### config.mk
export PLATFORM = sky130hd
export DESIGN_NAME = unique_value_set_table
export DESIGN_NICKNAME = d
export VERILOG_FILES = /design/src/hw/rtl/uvst_pkg.sv /design/src/hw/rtl/unique_value_set_table.sv /design/src/hw/rtl/uvst_ctrl.sv /design/src/hw/rtl/uvst_datapath.sv
export SDC_FILE = /design/constraint.sdc
export NUM_CORES = 2
export LEC_CHECK = 0
export ABC_AREA = 0
export BUFFER_PORTS_ARGS = -buffer_cell sky130_fd_sc_hd__buf_2
export CORE_UTILIZATION = 28
export CTS_CLUSTER_SIZE = 28
export DETAILED_ROUTE_END_ITERATION = 7
export SETUP_SLACK_MARGIN = 0.4
export SLEW_MARGIN = 0
export SYNTH_ARGS = -nofsm -noshare
export SYNTH_HDL_FRONTEND = slang
export SYNTH_SLANG_ARGS = --single-unit
### constraint.sdc
create_clock -name clk -period 4.8 [get_ports clk]
set_input_delay 0.48 -clock clk [delete_from_list [all_inputs] [get_ports clk]]
set_output_delay 0.48 -clock clk [all_outputs]
set_load 0.01 [all_outputs]
### src/hw/rtl/uvst_pkg.sv
package uvst_pkg;

  typedef logic [1:0] action_t;
  localparam action_t ACT_ADD    = 2'd0;
  localparam action_t ACT_REMOVE = 2'd1;
  localparam action_t ACT_LOOKUP = 2'd2;
  localparam action_t ACT_SPARE  = 2'd3;

  typedef logic [2:0] status_t;
  localparam status_t RES_ADDED   = 3'd0;
  localparam status_t RES_DUP     = 3'd1;
  localparam status_t RES_FULL    = 3'd2;
  localparam status_t RES_REMOVED = 3'd3;
  localparam status_t RES_ABSENT  = 3'd4;
  localparam status_t RES_FOUND   = 3'd5;

  localparam int POS_W = 6;
  localparam int CNT_W = 6;
  localparam logic [POS_W-1:0] POS_NONE = '1;

  typedef enum logic [1:0] {
    S_IDLE,
    S_SEARCH,
    S_SHIFT,
    S_REPLY
  } state_t;

  typedef struct packed {
    logic load;
    logic search;
    logic shift_init;
    logic shift;
    logic finish;
  } dp_cmd_t;

  typedef struct packed {
    action_t action;
    logic    hit_now;
    logic    search_done;
    logic    shift_done;
    logic    out_free;
  } dp_stat_t;

endpackage

### src/hw/rtl/unique_value_set_table.sv
// Channel  Dir  tdata                               tuser
// s_*      in   [63:0] value                        [1:0] action
// m_*      out  [5:0] position, [11:6] entry_count  [2:0] status
//
// One item at a time. Entries sit in a single-read-port memory that is
// scanned one entry per cycle until a match or the end of the table. A
// remove that hits then shifts the tail down to close the gap.
// Reset clears the count and all control state; entry contents need no clear.
// A held result does not block the next transfer in; only its reply waits.
module unique_value_set_table #(
  parameter int CAPACITY = 32
) (
  input  logic        clk,
  input  logic        rst,
  input  logic        s_tvalid,
  output logic        s_tready,
  input  logic [63:0] s_tdata,   // [63:0] value
  input  logic [1:0]  s_tuser,   // [1:0] action
  output logic        m_tvalid,
  input  logic        m_tready,
  output logic [15:0] m_tdata,   // [5:0] position, [11:6] entry_count, [15:12] zero
  output logic [2:0]  m_tuser    // [2:0] status
);

  uvst_pkg::dp_cmd_t             cmd;
  uvst_pkg::dp_stat_t            stat;
  uvst_pkg::status_t             out_status;
  logic [uvst_pkg::POS_W-1:0]    out_position;
  logic [uvst_pkg::CNT_W-1:0]    out_count;

  uvst_ctrl u_ctrl (
    .clk      (clk),
    .rst      (rst),
    .s_tvalid (s_tvalid),
    .s_tready (s_tready),
    .stat     (stat),
    .cmd      (cmd)
  );

  uvst_datapath #(
    .CAPACITY (CAPACITY)
  ) u_datapath (
    .clk          (clk),
    .rst          (rst),
    .action       (s_tuser),
    .value        (s_tdata),
    .cmd          (cmd),
    .stat         (stat),
    .m_tready     (m_tready),
    .out_valid    (m_tvalid),
    .out_status   (out_status),
    .out_position (out_position),
    .out_count    (out_count)
  );

  assign m_tdata = {4'b0000, out_count, out_position};
  assign m_tuser = out_status;

endmodule

### src/hw/rtl/uvst_ctrl.sv
module uvst_ctrl (
  input  logic               clk,
  input  logic               rst,
  input  logic               s_tvalid,
  output logic               s_tready,
  input  uvst_pkg::dp_stat_t stat,
  output uvst_pkg::dp_cmd_t  cmd
);

  uvst_pkg::state_t state, state_next;

  always_ff @(posedge clk) begin
    if (rst) begin
      state <= uvst_pkg::S_IDLE;
    end else begin
      state <= state_next;
    end
  end

  always_comb begin
    state_next = state;
    cmd        = '0;
    s_tready   = 1'b0;
    unique case (state)
      uvst_pkg::S_IDLE: begin
        s_tready = 1'b1;
        if (s_tvalid) begin
          cmd.load   = 1'b1;
          state_next = uvst_pkg::S_SEARCH;
        end
      end
      uvst_pkg::S_SEARCH: begin
        cmd.search = 1'b1;
        if (stat.search_done) begin
          // A remove that hit closes the gap before replying.
          if (stat.action == uvst_pkg::ACT_REMOVE && stat.hit_now) begin
            cmd.shift_init = 1'b1;
            state_next     = uvst_pkg::S_SHIFT;
          end else begin
            state_next = uvst_pkg::S_REPLY;
          end
        end
      end
      uvst_pkg::S_SHIFT: begin
        cmd.shift = 1'b1;
        if (stat.shift_done) begin
          state_next = uvst_pkg::S_REPLY;
        end
      end
      uvst_pkg::S_REPLY: begin
        if (stat.out_free) begin
          cmd.finish = 1'b1;
          state_next = uvst_pkg::S_IDLE;
        end
      end
    endcase
  end

endmodule

### src/hw/rtl/uvst_datapath.sv
module uvst_datapath #(
  parameter int CAPACITY = 32
) (
  input  logic                           clk,
  input  logic                           rst,
  input  uvst_pkg::action_t              action,
  input  logic [63:0]                    value,
  input  uvst_pkg::dp_cmd_t              cmd,
  output uvst_pkg::dp_stat_t             stat,
  input  logic                           m_tready,
  output logic                           out_valid,
  output uvst_pkg::status_t              out_status,
  output logic [uvst_pkg::POS_W-1:0]     out_position,
  output logic [uvst_pkg::CNT_W-1:0]     out_count
);

  localparam int AW = $clog2(CAPACITY);
  localparam int CW = $clog2(CAPACITY + 1);

  logic [63:0]       mem [CAPACITY];

  uvst_pkg::action_t action_q;
  logic [63:0]       value_q;
  logic [CW-1:0]     count, count_next;
  logic [CW-1:0]     ptr;
  logic              rd_pend;
  logic [AW-1:0]     rd_idx;
  logic [63:0]       mem_q;
  logic              hit_found;
  logic [AW-1:0]     hit_idx;

  logic              hit_now;
  logic              ptr_lt;
  logic              rd_en;
  logic              wr_en;
  logic [AW-1:0]     wr_addr;
  logic [63:0]       wr_data;
  logic              add_ok;
  uvst_pkg::status_t status_next;

  assign hit_now = rd_pend && (mem_q == value_q);
  assign ptr_lt  = ptr < count;
  assign rd_en   = (cmd.search && !hit_now && ptr_lt) || (cmd.shift && ptr_lt);

  assign stat.action      = action_q;
  assign stat.hit_now     = hit_now;
  assign stat.search_done = hit_now || (!rd_pend && !ptr_lt);
  assign stat.shift_done  = !rd_pend && !ptr_lt;
  assign stat.out_free    = !out_valid || m_tready;

  assign add_ok = (action_q == uvst_pkg::ACT_ADD) && !hit_found &&
                  (count != CW'(CAPACITY));

  always_comb begin
    count_next  = count;
    status_next = uvst_pkg::RES_ABSENT;
    unique case (action_q)
      uvst_pkg::ACT_ADD: begin
        if (hit_found) begin
          status_next = uvst_pkg::RES_DUP;
        end else if (!add_ok) begin
          status_next = uvst_pkg::RES_FULL;
        end else begin
          status_next = uvst_pkg::RES_ADDED;
          count_next  = count + CW'(1);
        end
      end
      uvst_pkg::ACT_REMOVE: begin
        if (hit_found) begin
          status_next = uvst_pkg::RES_REMOVED;
          count_next  = count - CW'(1);
        end
      end
      default: begin
        // Lookup, and the unused code that behaves as one.
        status_next = hit_found ? uvst_pkg::RES_FOUND : uvst_pkg::RES_ABSENT;
      end
    endcase
  end

  // One write port: shifting entries down, or appending on a successful add.
  always_comb begin
    wr_en   = 1'b0;
    wr_addr = count[AW-1:0];
    wr_data = value_q;
    if (cmd.shift && rd_pend) begin
      wr_en   = 1'b1;
      wr_addr = rd_idx - AW'(1);
      wr_data = mem_q;
    end else if (cmd.finish && add_ok) begin
      wr_en = 1'b1;
    end
  end

  always_ff @(posedge clk) begin
    if (rst) begin
      count     <= '0;
      ptr       <= '0;
      rd_pend   <= 1'b0;
      hit_found <= 1'b0;
      out_valid <= 1'b0;
    end else begin
      if (cmd.load) begin
        ptr       <= '0;
        rd_pend   <= 1'b0;
        hit_found <= 1'b0;
      end else if (cmd.shift_init) begin
        ptr     <= CW'(rd_idx) + CW'(1);
        rd_pend <= 1'b0;
      end else if (cmd.search || cmd.shift) begin
        if (rd_en) begin
          ptr <= ptr + CW'(1);
        end
        rd_pend <= rd_en;
      end
      if (cmd.search && hit_now) begin
        hit_found <= 1'b1;
      end
      if (cmd.finish) begin
        count <= count_next;
      end
      if (cmd.finish) begin
        out_valid <= 1'b1;
      end else if (m_tready) begin
        out_valid <= 1'b0;
      end
    end
  end

  always_ff @(posedge clk) begin
    if (cmd.load) begin
      action_q <= action;
      value_q  <= value;
    end
    if (rd_en) begin
      rd_idx <= ptr[AW-1:0];
      mem_q  <= mem[ptr[AW-1:0]];
    end
    if (wr_en) begin
      mem[wr_addr] <= wr_data;
    end
    if (cmd.search && hit_now) begin
      hit_idx <= rd_idx;
    end
    if (cmd.finish) begin
      out_status   <= status_next;
      out_position <= hit_found ? uvst_pkg::POS_W'(hit_idx) : uvst_pkg::POS_NONE;
      out_count    <= uvst_pkg::CNT_W'(count_next);
    end
  end

endmodule

==> out/qor.csv <==
stage;metric;value;unit
timing;max_freq;253;MHz
clock_network;cts_buffers;209;
floorplanning;die_x;554;um
floorplanning;dieArea;0.307;sq mm
routing;dr_total_vias;39400;
floorplanning;start_util;0.282;
timing;rsz0062_at_grt;false;
place;numPortBuffers;86;
routing;drt-pass1-iter-count;6;
critical_path;crit_arrival;4380;ps
clock_network;clock_path_buffers;3;
synthesis;synth_most_common_cell;edfxtp_1;
power;leakage;29.0;nW
place;place_area;0.0918;sq mm
routing;wl_per_cell;28.7;um
clock_network;path_clk_slew;60;ps
power;vdd_drop_max;444;uV
synthesis;synthArstFlopShare;0;
clock_network;cts.sinks;2220;
timing;final-max-slew-violation-count;0;
timing;period_share;0.825;
synthesis;synth_area_leaders;edfxtp_1 (78%), mux4_2 (17%), mux2_2 (1.6%);
synthesis;yosysSeqAreaShare;0.779;
critical_path;crit_fanout;35;
routing;routed_wl;229000;um
synthesis;yosysTopAreaCell;edfxtp_1;
synthesis;ys_types;52;
run_status;status;completed;
power;p_per_area;417;mW/mm^2
synthesis;synth_common_cells;edfxtp_1 (2,203), mux4_2 (640), mux2_2 (123);
floorplanning;die_h;554;um
layout;synthToLayoutAreaGrowth;16.4;%
place;hpwl;125000;um
critical_path;crit_type;register to register;
routing;route.detailed.drc;0;
timing;slew_headroom;0.202;
job;cap_violations;0;
synthesis;synth_ff_type;edfxtp_1;
synthesis;synth-edff-count;2203;
global_route;grt_usage;0.147;
global_route;gr-total-overflow;0;
global_route;antenna_found_initial;7;
layout;fin_area;0.0994;sq mm
layout;layout.nets;3920;
global_route;grt_max_degree;120;
routing;ant_nets;0;
critical_path;cp-end-kind;register;
place;gp_congestion;0.829;
synthesis;synthesis.area;0.0854;sq mm
synthesis;ys_ff_latch;2220;
critical_path;cp_data_required_time;5220;ps
synthesis;synth_top_area_share;0.775;
floorplanning;io_pins;91;
timing;worstMarginPinSlew;1200;ps
timing;timing.hold.ws;187;ps
clock_network;htreeDepth;4;
synthesis;synth_area_per_cell;24.2;sq um
clock_network;ctsRootBufferMaster;clkbuf_16;
floorplanning;coreArea;0.303;sq mm
global_route;grt_pass1_vias;40200;
synthesis;postSynthCellCount;3534;
routing;drt_iter0_drc;4640;
hold_path;min_path_type;primary input to register;
timing;finClkSkew;73.8;ps
timing;finalHoldViolations;0;
layout;drive_gt1_frac;0.326;
routing;viasPerCell;4.93;
clock_network;clk_latency;860;ps
floorplanning;rows;202;
clock_network;tritoncts;done;
timing;min_period;3960;ps
timing;setup-violations-final;0;
global_route;grt_first_pass_wirelength;320000;um
synthesis;yosys_warnings;0;
critical_path;start_kind;register;
## where the power goes
| group | leakage, nW | total, W | internal, W | switching, W |
|---|---|---|---|---|
| clock network | 3.38 | 0.0167 | 0.00940 | 0.00727 |
| logic | 5.70 | 0.00219 | 0.000423 | 0.00177 |
| registers | 20.0 | 0.0226 | 0.0225 | 0.000117 |
| total | 29.0 | 0.0415 | 0.0323 | 0.00915 |
## path summary, 6_finish.rpt
path / start / to / slack, ps / cells after the start
max: u_datapath.count[1] / u_datapath.mem[21][62] / 840 / 10
min reg2reg: u_datapath.count[5] / u_datapath.count[5] / 490 / 2
max reg2reg: u_datapath.count[1] / u_datapath.mem[21][62] / 840 / 10
min: m_tready / u_datapath.out_valid / 190 / 4
## registers in the layout, summed over array words and instances, names as in the netlist
register and flops:
u_datapath.mem 2048, u_datapath.rd_idx 5, u_datapath.out_position 6, u_datapath.ptr 6
u_datapath.hit_found 1, u_datapath.hit_idx 5, u_datapath.value_q 64, u_datapath.action_q 2
u_datapath.mem_q 64, u_datapath.out_count 6, u_datapath.out_valid 1, u_datapath.rd_pend 1
u_datapath.out_status 3, u_ctrl.state 2, u_datapath.count 6
## critical path, cell delays in order (launching register included)
cell and delay (ps):
dfxtp_1 480, inv_1 160, ha_1 200, and4_1 200
or3_1 330, nor2_1 260, nand2_1 120, o31ai_1 300
nand2_1 540, nor2_4 260, buf_4 660
## repair_timing
| item | 4_1_cts | 5_1_grt |
|---|---|---|
| setup buffers | 0 | 0 |
| hold buffers | 67 | 0 |
| resized for setup | 0 | 0 |
| setup endpoints to repair | 0 | 0 |
| hold endpoints to repair | 70 | 0 |
## layer usage
layer | global-route usage | part of all wire | up-vias | wire length (um)
met5 | 0 | 0 | - | 0
met4 | 0.0531 | 0.035 | 0 | 8110
met3 | 0.0215 | 0.060 | 307 | 13900
met2 | 0.252 | 0.50 | 1539 | 116000
met1 | 0.191 | 0.40 | 21800 | 91800
li1 | - | - | 15800 | -
## final cells by class
| class | count | area, sq um |
|---|---|---|
| clock buffer | 263 | 5540 |
| tap | 3978 | 4980 |
| sequential | 2220 | 66500 |
| timing repair buffer | 260 | 2520 |
| inverter | 23 | 86.3 |
| clock inverter | 128 | 1390 |
| fill | 28100 | 204000 |
| multi-input combinational | 1122 | 18300 |
| antenna | 5 | 12.5 |
## metrics by stage
stage	std cells	worst slack, ps	setup TNS [ps]	power, W	util
5_1_grt	7996	578	0	0.0426	0.328
6_report	7999	840	0	0.0415	0.328
3_5_place_dp	7536	835	0	0.0252	0.303
2_1_floorplan	3537	-339	-578670	0.0241	-
4_1_cts	7994	835	0	0.0418	0.328
3_3_place_gp	7536	908	0	0.0251	0.303
## logic make-up after synthesis
group                    after synthesis  share of synthesized area
flip-flops                          2220                      0.779
multiplexers                         765                      0.185
AND/OR/NAND/NOR                      213                     0.0128
buffers and inverters                195                    0.00916
XOR/XNOR                              70                    0.00718
AO/OA/AOI/OAI                         56                    0.00434
adder cells (fa/ha/maj)               14                    0.00205
other                                  1                  0.0000439
## placed cells by master (no fill, tap or decap), types with 8 or more instances in the layout
cell           Yosys  routed
nor3_1             8       8
nand3_1           15      15
dlygate4sd3_1      0      67
nand4_1           20      20
inv_1             23      23
edfxtp_1        2203    2203
buf_12             0      49
buf_4              4      58
nor2_4             0      32
nand2b_1          28      28
o21ai_0           19      14
xnor2_1           48      48
ha_1              14      14
clkinv_1           0      42
nor4_1            13      13
bufinv_16          0      22
mux2_2           123     123
clkinv_2           0      45
nand2_1           44      44
clkbuf_1         118      47
dfxtp_1           17      12
mux4_2           640     640
buf_2             27      86
nor2_1            56      24
clkbuf_16          0     212
xor2_1            22      22
a21oi_1           12      12
Note: power is estimated with default switching activity, not from simulation.
